`src/hw/rtl/sm3_pkg.sv`:
```
// sm3 package: digest constants, sizes and round helper functions
// used by the sm3 hash engine and its channel interfaces
`timescale 1ns / 1ps
`default_nettype none
package sm3_pkg;
    localparam int unsigned WordW   = 32;
    localparam int unsigned DigestN = 8;
    localparam int unsigned BlockN  = 16;

    localparam logic [31:0] TJ_LOW  = 32'h79cc4519;
    localparam logic [31:0] TJ_HIGH = 32'h7a879d8a;
    localparam logic [7:0]  PAD_BYTE = 8'h80;

    typedef logic [31:0] word_t;

    localparam word_t IV [DigestN] = '{
        32'h7380166f, 32'h4914b2b9, 32'h172442d7, 32'hda8a0600,
        32'ha96f30bc, 32'h163138aa, 32'he38dee4d, 32'hb0fb0e4e
    };

    typedef struct packed {
        logic [31:0] data_word;
        logic [2:0]  byte_count;
        logic        last_word;
    } in_beat_t;

    typedef struct packed {
        logic [31:0] digest_word;
        logic [2:0]  digest_index;
        logic        digest_last;
    } out_beat_t;

    function automatic word_t rotl(input word_t x, input logic [4:0] n);
        logic [63:0] d;
        begin
            d = {x, x} << n;
            return d[63:32];
        end
    endfunction

    function automatic word_t perm0(input word_t x);
        return x ^ {x[22:0], x[31:23]} ^ {x[14:0], x[31:15]};
    endfunction

    function automatic word_t perm1(input word_t x);
        return x ^ {x[16:0], x[31:17]} ^ {x[8:0], x[31:9]};
    endfunction
endpackage
`default_nettype wire

```
`src/hw/rtl/sm3_if.sv`:
```
// valid/ready channel carrying one payload struct per beat
// depends on sm3_pkg for the payload types
`timescale 1ns / 1ps
`default_nettype none
interface sm3_in_if import sm3_pkg::*; ();
    logic     valid;
    logic     ready;
    in_beat_t payload;
    modport source (output valid, output payload, input ready);
    modport sink (input valid, input payload, output ready);
endinterface

interface sm3_out_if import sm3_pkg::*; ();
    logic      valid;
    logic      ready;
    out_beat_t payload;
    modport source (output valid, output payload, input ready);
    modport sink (input valid, input payload, output ready);
endinterface
`default_nettype wire

```
`src/hw/rtl/sm3_hash_engine.sv`:
```
// sm3 hash engine top level: byte packer, padder, round sequencer
// depends on sm3_pkg and the channel interfaces in sm3_if.sv
//
//  channel   dir  beat payload                         when taken
//  in        in   data_word, byte_count, last_word     valid & ready
//  out       out  digest_word, digest_index, last      valid & ready
//
// bytes are packed one per cycle into the block buffer, pausing while a full
// block is compressed; each full block passes through the shared round unit
// (one round per cycle) and then a fold step into the chaining value.
// padding also runs byte by byte: 9 to 72 pad bytes and one or two blocks.
// the 8 digest beats leave through the output register, one per taken beat.
// rst_n clears control and reloads the initial value; no clearing pass.
// in.ready is high only in idle; out stalls simply hold the digest beat.
`timescale 1ns / 1ps
`default_nettype none
module sm3_hash_engine import sm3_pkg::*; (
    input wire logic clk,
    input wire logic rst_n,
    sm3_in_if.sink   in,
    sm3_out_if.source out
);
    localparam logic [2:0] ST_IDLE  = 3'd0;
    localparam logic [2:0] ST_PACK  = 3'd1; // feed message bytes
    localparam logic [2:0] ST_PAD   = 3'd2; // feed pad / length bytes
    localparam logic [2:0] ST_ROUND = 3'd3; // 64 compression rounds
    localparam logic [2:0] ST_FOLD  = 3'd4; // xor into chaining value
    localparam logic [2:0] ST_EMIT  = 3'd5; // send digest beats

    logic [2:0]  state_reg, state_next;
    word_t       cv_reg [DigestN];
    word_t       buf_reg [BlockN];
    word_t       w_reg [BlockN];
    word_t       r_reg [DigestN];
    logic [5:0]  bytes_reg;       // bytes held in the buffer
    logic [63:0] len_reg;
    logic [63:0] len_snap_reg;    // length latched for the trailer
    logic [5:0]  round_reg;
    logic [31:0] data_reg;
    logic [2:0]  left_reg;        // message bytes still to pack
    logic        last_reg;
    logic [6:0]  pad_reg;         // pad phase: 0 before 0x80, 1 in zero fill, bit 6 in length bytes
    logic        pad_mode_reg;    // round started from padding
    logic [2:0]  idx_reg;
    logic        ovalid_reg;
    out_beat_t   obeat_reg;

    // byte to push this cycle
    logic [7:0] push_byte;
    logic       pad_len_phase;
    logic [2:0] len_sel;
    always_comb
    begin
        pad_len_phase = (pad_reg != 7'd0) && (bytes_reg == 6'd56 || pad_reg[6]);
        len_sel = 3'd0;
        push_byte = data_reg[31:24];
        if (state_reg == ST_PAD)
        begin
            if (pad_reg == 7'd0)
                push_byte = PAD_BYTE;
            else if (bytes_reg >= 6'd56 && pad_reg[6])
            begin
                len_sel = bytes_reg[2:0];
                push_byte = len_snap_reg[63 - {len_sel, 3'b000} -: 8];
            end
            else
                push_byte = 8'd0;
        end
    end

    // round logic
    word_t tj, a12, ss1, ss2, ff, gg, tt1, tt2, wnext;
    always_comb
    begin
        tj  = (round_reg < 6'd16) ? TJ_LOW : TJ_HIGH;
        a12 = rotl(r_reg[0], 5'd12);
        ss1 = rotl(a12 + r_reg[4] + rotl(tj, round_reg[4:0]), 5'd7);
        ss2 = ss1 ^ a12;
        if (round_reg < 6'd16)
        begin
            ff = r_reg[0] ^ r_reg[1] ^ r_reg[2];
            gg = r_reg[4] ^ r_reg[5] ^ r_reg[6];
        end
        else
        begin
            ff = (r_reg[0] & r_reg[1]) | (r_reg[0] & r_reg[2]) | (r_reg[1] & r_reg[2]);
            gg = (r_reg[4] & r_reg[5]) | (~r_reg[4] & r_reg[6]);
        end
        tt1 = ff + r_reg[3] + ss2 + (w_reg[0] ^ w_reg[4]);
        tt2 = gg + r_reg[7] + ss1 + w_reg[0];
        wnext = perm1(w_reg[0] ^ w_reg[7] ^ rotl(w_reg[13], 5'd15))
              ^ rotl(w_reg[3], 5'd7) ^ w_reg[10];
    end

    // buffer as it will be after the last byte lands, used to load the window
    word_t buf_bypass [BlockN];
    always_comb
    begin
        for (int i = 0; i < BlockN; i++)
            buf_bypass[i] = buf_reg[i];
        buf_bypass[BlockN - 1][7:0] = push_byte;
    end

    assign in.ready = (state_reg == ST_IDLE);
    assign out.valid = ovalid_reg;
    assign out.payload = obeat_reg;

    logic in_take, out_take;
    assign in_take  = in.valid && in.ready;
    assign out_take = out.valid && out.ready;

    logic [2:0] cnt_clip;
    assign cnt_clip = (in.payload.byte_count > 3'd4) ? 3'd4 : in.payload.byte_count;

    // next-state selection
    always_comb
    begin
        state_next = state_reg;
        unique case (state_reg)
            ST_IDLE:
                if (in_take)
                    state_next = ST_PACK;
            ST_PACK:
                if (left_reg == 3'd0)
                    state_next = last_reg ? ST_PAD : ST_IDLE;
                else if (bytes_reg == 6'd63)
                    state_next = ST_ROUND;
            ST_PAD:
                if (bytes_reg == 6'd63)
                    state_next = ST_ROUND;
            ST_ROUND:
                if (round_reg == 6'd63)
                    state_next = ST_FOLD;
            ST_FOLD:
                if (!pad_mode_reg)
                    state_next = ST_PACK;
                else if (pad_reg[6] && bytes_reg == 6'd0 && pad_reg != 7'd0
                         && pad_len_phase)
                    state_next = ST_EMIT;
                else
                    state_next = ST_PAD;
            ST_EMIT:
                if (out_take && idx_reg == 3'd7)
                    state_next = ST_IDLE;
            default:
                state_next = ST_IDLE;
        endcase
    end

    always_ff @(posedge clk or negedge rst_n)
    begin
        if (!rst_n)
        begin
            state_reg    <= ST_IDLE;
            bytes_reg    <= '0;
            len_reg      <= '0;
            round_reg    <= '0;
            left_reg     <= '0;
            last_reg     <= 1'b0;
            pad_reg      <= '0;
            pad_mode_reg <= 1'b0;
            idx_reg      <= '0;
            ovalid_reg   <= 1'b0;
            for (int i = 0; i < DigestN; i++)
                cv_reg[i] <= IV[i];
        end
        else
        begin
            state_reg <= state_next;
            unique case (state_reg)
                ST_IDLE:
                    if (in_take)
                    begin
                        data_reg <= in.payload.data_word;
                        left_reg <= cnt_clip;
                        last_reg <= in.payload.last_word;
                        len_reg  <= len_reg + {58'd0, cnt_clip, 3'b000};
                        len_snap_reg <= len_reg + {58'd0, cnt_clip, 3'b000};
                        pad_reg  <= '0;
                    end
                ST_PACK:
                    if (left_reg != 3'd0)
                    begin
                        buf_reg[bytes_reg[5:2]][31 - {bytes_reg[1:0], 3'b000} -: 8]
                            <= push_byte;
                        data_reg     <= {data_reg[23:0], 8'd0};
                        left_reg     <= left_reg - 3'd1;
                        bytes_reg    <= bytes_reg + 6'd1;
                        pad_mode_reg <= 1'b0;
                    end
                ST_PAD:
                begin
                    buf_reg[bytes_reg[5:2]][31 - {bytes_reg[1:0], 3'b000} -: 8]
                        <= push_byte;
                    bytes_reg    <= bytes_reg + 6'd1;
                    pad_mode_reg <= 1'b1;
                    // pad_reg: 0 before 0x80, then 1; bit 6 set once the
                    // zero fill reached byte 56 and length bytes follow
                    if (pad_reg == 7'd0)
                        pad_reg <= (bytes_reg == 6'd55) ? 7'h41 : 7'd1;
                    else if (!pad_reg[6] && bytes_reg == 6'd55)
                        pad_reg <= 7'h41;
                end
                ST_ROUND:
                begin
                    r_reg[0] <= tt1;
                    r_reg[1] <= r_reg[0];
                    r_reg[2] <= rotl(r_reg[1], 5'd9);
                    r_reg[3] <= r_reg[2];
                    r_reg[4] <= perm0(tt2);
                    r_reg[5] <= r_reg[4];
                    r_reg[6] <= rotl(r_reg[5], 5'd19);
                    r_reg[7] <= r_reg[6];
                    for (int i = 0; i < BlockN - 1; i++)
                        w_reg[i] <= w_reg[i + 1];
                    w_reg[BlockN - 1] <= wnext;
                    round_reg <= round_reg + 6'd1;
                end
                ST_FOLD:
                begin
                    for (int i = 0; i < DigestN; i++)
                        cv_reg[i] <= cv_reg[i] ^ r_reg[i];
                    if (state_next == ST_EMIT)
                    begin
                        ovalid_reg <= 1'b1;
                        idx_reg    <= '0;
                        obeat_reg  <= '{cv_reg[0] ^ r_reg[0], 3'd0, 1'b0};
                    end
                end
                ST_EMIT:
                    if (out_take)
                    begin
                        if (idx_reg == 3'd7)
                        begin
                            ovalid_reg <= 1'b0;
                            len_reg    <= '0;
                            bytes_reg  <= '0;
                            last_reg   <= 1'b0;
                            for (int i = 0; i < DigestN; i++)
                                cv_reg[i] <= IV[i];
                        end
                        else
                        begin
                            idx_reg   <= idx_reg + 3'd1;
                            obeat_reg <= '{cv_reg[idx_reg + 3'd1], idx_reg + 3'd1,
                                           (idx_reg == 3'd6)};
                        end
                    end
                default: ;
            endcase
            // block full: load window and working registers, restart rounds
            if ((state_reg == ST_PACK && left_reg != 3'd0 || state_reg == ST_PAD)
                && bytes_reg == 6'd63)
            begin
                round_reg <= '0;
                for (int i = 0; i < BlockN; i++)
                    w_reg[i] <= buf_bypass[i];
                for (int i = 0; i < DigestN; i++)
                    r_reg[i] <= cv_reg[i];
            end
            if (state_reg == ST_PACK && left_reg == 3'd0 && last_reg)
                pad_reg <= '0;
        end
    end
endmodule
`default_nettype wire

```
`src/flat_wrapper.sv`:
```
// flat-port wrapper written by rule: the top's interface ports become plain ports
module sm3_hash_engine_flat import sm3_pkg::*;
  (clk, rst_n, in_valid, in_payload, in_ready, out_valid, out_payload, out_ready);
  sm3_in_if in_i ();
  sm3_out_if out_i ();
  input wire logic clk;
  input wire logic rst_n;
  input wire logic [$bits(in_i.valid)-1:0] in_valid;
  input wire logic [$bits(in_i.payload)-1:0] in_payload;
  output wire logic [$bits(in_i.ready)-1:0] in_ready;
  output wire logic [$bits(out_i.valid)-1:0] out_valid;
  output wire logic [$bits(out_i.payload)-1:0] out_payload;
  input wire logic [$bits(out_i.ready)-1:0] out_ready;
  assign in_i.valid = in_valid;
  assign in_i.payload = in_payload;
  assign in_ready = in_i.ready;
  assign out_valid = out_i.valid;
  assign out_payload = out_i.payload;
  assign out_i.ready = out_ready;
  sm3_hash_engine u_core (.clk(clk), .rst_n(rst_n), .in(in_i), .out(out_i));
endmodule
```
`config.mk`:
```
export PLATFORM = sky130hd
export DESIGN_NAME = sm3_hash_engine_flat
export DESIGN_NICKNAME = d
export VERILOG_FILES = /design/src/hw/rtl/sm3_pkg.sv /design/src/hw/rtl/sm3_if.sv /design/src/hw/rtl/sm3_hash_engine.sv /design/src/flat_wrapper.sv
export SDC_FILE = /design/constraint.sdc
export NUM_CORES = 2
export LEC_CHECK = 0
export BUFFER_PORTS_ARGS = -buffer_cell sky130_fd_sc_hd__buf_2
export CAP_MARGIN = 10
export CORE_ASPECT_RATIO = 1.5
export CORE_MARGIN = 3
export CORE_UTILIZATION = 24
export CTS_BUF_LIST = sky130_fd_sc_hd__clkbuf_2 sky130_fd_sc_hd__clkbuf_4 sky130_fd_sc_hd__clkbuf_8
export CTS_CLUSTER_DIAMETER = 30
export DETAILED_ROUTE_END_ITERATION = 10
export SLEW_MARGIN = 20
export SYNTH_ARGS = -nofsm -noshare
export SYNTH_HDL_FRONTEND = slang
export SYNTH_SLANG_ARGS = --single-unit
export TNS_END_PERCENT = 100
```
`constraint.sdc`:
```
create_clock -name clk -period 26.8 [get_ports clk]
set_clock_uncertainty 0.05 [all_clocks]
set_input_delay 6.7 -clock clk [delete_from_list [all_inputs] [get_ports clk]]
set_output_delay 6.7 -clock clk [all_outputs]
set_load 0.02 [all_outputs]
```
======== Word level (Yosys, flattened, before mapping) ========
Memory sizes are Yosys's and may differ from the RTL's.
Cells that the tools add are included.
word-level totals
  logic and storage cells ................. 327
  RAM bits ................................ 1280
  memories kept ........................... 3
  bits in registers ....................... 483
  input port bits ......................... 40
memories
  memory          words  width  rd ports  clocked after memory_dff  wr ports  line                   source
  u_core.buf_reg  16     32     16        0                         1         sm3_hash_engine.sv:32  word_t buf_reg [BlockN];
  u_core.w_reg    16     32     16        0                         16        sm3_hash_engine.sv:33  word_t w_reg [BlockN];
  u_core.r_reg    8      32     8         0                         8         sm3_hash_engine.sv:34  word_t r_reg [DigestN];
operators by class
  shift-type cells ........................ 4
  equal/unequal tests ..................... 20
  bitwise gates (word level) .............. 88
  magnitude comparators ................... 4
  reductions and logical operators ........ 44
  mux-type cells .......................... 125
  add/subtract/negate cells ............... 16
operator list
  operator                                                count
  two-way mux 32 bit                                      32
  bitwise XOR 32 bit                                      22
  two-way mux 256 bit                                     2
  one-hot mux 256 bit (2 select lines)                    1
  adder 32 bit                                            8
  two-way mux 64 bit                                      3
  bitwise AND 32 bit                                      5
  one-hot mux 64 bit (2 select lines)                     1
  two-way mux 36 bit                                      3
  binary-select mux 32 bit (select 3 bit)                 1
  OR 32 bit                                               3
  one-hot mux 36 bit (2 select lines)                     1
  indexed part select 71 x 33 -> 8 bit                    1
  adder 64 x 6 -> 64 bit                                  1
  one-hot mux 32 bit (2 select lines)                     1
  left shift 64 x 5 -> 64 bit                             1
  OR 1 bit                                                56
  two-way mux 1 bit                                       44
  two-way mux 3 bit                                       13
  variable shift 8 x 34 -> 39 bit (first input constant)  1
  indexed part select 8 x 34 -> 39 bit                    1
  two-way mux 7 bit                                       5
  negator 32 -> 34 bit                                    1
  inverter 32 bit                                         1
  40 further kinds                                        93

======== Longest topological paths before layout ========
An unclocked memory read counts as a cell.
  depth after elaboration ................. 11
  depth in mapped cells ................... 43
  depth with buffers taken out ............ 38

======== Worst setup path after synthesis ========
No wires, ideal clock.
  path type ............................... input -> register
  start ................................... input port rst_n
  end ..................................... memory u_core.r_reg[0][0] (netlist bit) (enable)
  path buffers ............................ 3
  slack ................................... 1.214 ns
  library setup time ...................... 5.315 ns
  arrival time ............................ 20.221 ns
  stages .................................. 7
  required time ........................... 21.435 ns
  path through ............................ inv_1 > a21oi_1 > nand3_1 > clkbuf_1 > clkbuf_1 > clkbuf_1 > nand2_1
RTL lines
  what         line                   source
  from (decl)  flat_wrapper.sv:7      input wire logic rst_n;
  to (decl)    sm3_hash_engine.sv:34

==> flow_metrics.tcl <==
set metrics [dict create \
    synth_warnings 0 \
    critPathMaxStageDelay_ps 890 \
    setup_repair_after_global_routing_missed_its_margin "false" \
    fp.dieArea_sq_um 366000 \
    fin_setup_tns_ps 0 \
    synth_top_area_cell "sky130_fd_sc_hd__edfxtp_1" \
    worstPathRequired_ps 27340 \
    gr-usage-met1 0.160 \
    final_nets 7943 \
    std_cell_rows 268 \
    reg2reg_slack_ps 16440 \
    run_status "finished clean" \
    yosysSeqAreaShare 0.590 \
    post_synth_num_cell_types 93 \
    number_of_slew_limit_violations_in_the_final_report 0 \
    core_sq_um 356000 \
    synthesis.instances 7402 \
    bufs_and_invs_on_worst_path 6 \
    crit_arrival_ps 12300 \
    final_antenna_net_count 0 \
    layout.cell_area.non_filler_sq_um 100000 \
    post_drt_via_cell_ratio 4.54 \
    synth.avg_cell_area_sq_um 11.6 \
    cts_repair_resize_count 0 \
    dr.pass1.iters 6 \
    worstMarginPinSlew_ps 1140 \
    critical_path_s_most_frequent_cell "sky130_fd_sc_hd__buf_4" \
    grt_util_all_layers 0.145 \
    synth_async_sr_flop_share 0.197 \
    crit_path_cell_trace "buf_8 -> inv_1 -> a21oi_1 -> nand3_4 -> nand2_4 -> buf_4 -> buf_4 -> buf_4 -> buf_4" \
    route.vias.total 57300 \
    cts_tree "yes" \
    antenna_violations_before_repair 11 \
    dpl-instance-area_sq_um 92200 \
    number_of_max_cap_violations 0 \
    routed_wire_length_per_instance_um 21.6 \
    critical_path_class "in -> reg" \
    detailedPlacementHpwl_um 191000 \
    synth_ff_type "sky130_fd_sc_hd__edfxtp_1" \
    floorplan.initialDensity 0.242 \
    grt_busiest_layer "met2" \
    io_pins 78 \
    holdBufCountCts 0 \
    ys_ff_latch 1744 \
    maximum_fanout_count_along_the_critical_path 74 \
    finalHoldViolations 0 \
    timing.critical_path.slowest_stage_cell "sky130_fd_sc_hd__buf_4" \
    cp-end-kind "register" \
    globalRouteMet3Util 0.0222 \
    synth_to_final_area_change_pct 16.2 \
    largest_register_ffs 512 \
    drc 0 \
    place_congestion 0.947 \
    critPathTopFamily "buffers and inverters" \
    synth_top_area_frac 0.488 \
    power.leakage_nw 38.7 \
    buffer_type_at_the_clock_tree_root "sky130_fd_sc_hd__clkbuf_8" \
    cts_setup_buffers 0 \
    slew_headroom 0.239 \
    clock_sinks 1744 \
    worstSetupStartpointType "primary input" \
    global_route.overflow_total 0 \
    first_global_vias 56800 \
    syn_area_sq_um 86100 \
    cts-root-to-sink-buffers 4 \
    htree_num_levels 5 \
    numCtsBuffers 353 \
    layout-drive-gt1-share 0.166 \
    synth_edf_count 1401 \
    grt_first_pass_wirelength_um 394000 \
    drt_iter0_markers 4651 \
    min_period_over_period 0.439 \
    totalWireLength_um 273000 \
    clock_insertion_delay_worst_skew_ps 1020 \
    groute.layer.met2.usage 0.253 \
    worst_ir_drop_vdd_mv 0.0348 \
    powerDensity_nw_per_um2 59.8 \
    setup_viol 0 \
    die_w_um 495 \
    syn-num-nets 7742 \
    io_buffer_count 77 \
    synth.top_cells.by_area "sky130_fd_sc_hd__edfxtp_1 (49%), sky130_fd_sc_hd__nand2_1 (8.2%), sky130_fd_sc_hd__dfrtp_1 (6.5%)" \
    clk_pin_slew_worst_setup_hold_paths_ps 60 \
    die_y_um 740 \
    grt_start_max_net_pins 167 \
    fmax_mhz 85.0 \
    hold_path_class "reg -> reg" \
    fin_crit_ps 11760 \
]
-- final timing paths --
path,from,endpoint,cells past startpoint
setup / recovery,rst_n,u_core.r_reg[1][8],9
hold / removal,u_core.buf_reg[8][12],u_core.w_reg[8][12],2
setup reg to reg,u_core.round_reg[5],u_core.r_reg[2][13],36
hold reg to reg,u_core.buf_reg[8][12],u_core.w_reg[8][12],2
max in group asynchronous,rst_n,u_core.cv_reg[124],3
min in group asynchronous,rst_n,u_core.cv_reg[141],1
-- power by group --
part | switching [W] | internal, W
clock network | 0.00126 | 0.00182
registers | 0 | 0.00289
logic | 0.0000149 | 0.00000397
-- through the flow --
step / total power, W / worst slack (ps) / cells / hold WS (ps) / utilization
after global routing: 0.00617 / 14640 / 12600 / 427 / 0.281
after CTS: 0.00604 / 14990 / 12600 / 394 / 0.281
after floorplan: 0.00295 / 1210 / 7402 / 389 / -
after global placement: 0.00297 / 14030 / 12000 / 407 / 0.259
after detailed placement: 0.00297 / 13950 / 12000 / 419 / 0.259
final: 0.00599 / 15040 / 12600 / 398 / 0.281
-- cells by family after synthesis --
group / after synthesis / synth area share
AND/OR/NAND/NOR: 2760 / 0.131
flip-flops: 1744 / 0.590
AO/OA/AOI/OAI: 988 / 0.0675
XOR/XNOR: 630 / 0.0645
buffers and inverters: 587 / 0.0265
multiplexers: 393 / 0.0607
adder cells (fa/ha/maj): 300 / 0.0600
-- routing by layer --
layer / share of wire / wire length [um]
met4: 0.081 / 22000
met3: 0.051 / 13900
met2: 0.50 / 137000
met1: 0.36 / 99400
met5: 0.000077 / 21
-- cells in the final DEF (no fill, tap or decap), types with 32 or more instances in the layout --
master,count
sky130_fd_sc_hd__a21o_1,46
sky130_fd_sc_hd__a21oi_1,288
sky130_fd_sc_hd__a22o_1,39
sky130_fd_sc_hd__a31oi_1,52
sky130_fd_sc_hd__and3_1,148
sky130_fd_sc_hd__buf_2,76
sky130_fd_sc_hd__buf_4,107
sky130_fd_sc_hd__bufinv_16,41
sky130_fd_sc_hd__clkbuf_4,73
sky130_fd_sc_hd__clkbuf_8,377
sky130_fd_sc_hd__clkinv_1,45
sky130_fd_sc_hd__clkinv_2,49
sky130_fd_sc_hd__clkinvlp_4,38
sky130_fd_sc_hd__dfrtp_1,223
sky130_fd_sc_hd__dfstp_2,119
sky130_fd_sc_hd__edfxtp_1,1401
sky130_fd_sc_hd__fa_1,189
sky130_fd_sc_hd__ha_1,109
sky130_fd_sc_hd__inv_1,238
sky130_fd_sc_hd__mux2_2,256
sky130_fd_sc_hd__mux2i_1,59
sky130_fd_sc_hd__mux4_2,78
sky130_fd_sc_hd__nand2_1,1879
sky130_fd_sc_hd__nand3_1,59
sky130_fd_sc_hd__nor2_1,476
sky130_fd_sc_hd__nor2b_1,32
sky130_fd_sc_hd__nor3_1,54
sky130_fd_sc_hd__o21ai_0,384
sky130_fd_sc_hd__xnor2_1,297
sky130_fd_sc_hd__xor2_1,327
-- cell usage after synthesis (54+ instances only) --
master and count:
sky130_fd_sc_hd__nand2_1 1883, sky130_fd_sc_hd__edfxtp_1 1401, sky130_fd_sc_hd__nor2_1 492, sky130_fd_sc_hd__o21ai_0 384, sky130_fd_sc_hd__xor2_1 329, sky130_fd_sc_hd__xnor2_1 297, sky130_fd_sc_hd__a21oi_1 288, sky130_fd_sc_hd__clkbuf_1 258
sky130_fd_sc_hd__mux2_2 256, sky130_fd_sc_hd__inv_1 239, sky130_fd_sc_hd__dfrtp_1 224, sky130_fd_sc_hd__fa_1 189, sky130_fd_sc_hd__and3_1 149, sky130_fd_sc_hd__dfstp_2 119, sky130_fd_sc_hd__ha_1 111, sky130_fd_sc_hd__mux4_2 78
sky130_fd_sc_hd__nand3_1 60, sky130_fd_sc_hd__mux2i_1 59, sky130_fd_sc_hd__buf_2 55, sky130_fd_sc_hd__nor3_1 54
-- worst min-delay path, delay by kind of cell (launching register included) --
kind,cells,cell delay (ps)
flops,1,320
simple gates,2,80
-- area by class of cell --
| cell class | count | area (sq um) |
|---|---|---|
| Sequential cell | 1744 | 50800 |
| Antenna cell | 5 | 12.5 |
| Timing Repair Buffer | 192 | 1380 |
| Fill cell | 36800 | 256000 |
| Multi-Input combinational cell | 5071 | 33200 |
| Clock buffer | 450 | 5740 |
| Clock inverter | 196 | 2170 |
| Tap cell | 4725 | 5910 |
| Inverter | 241 | 910 |
Note: power is estimated with default switching activity, not from simulation.
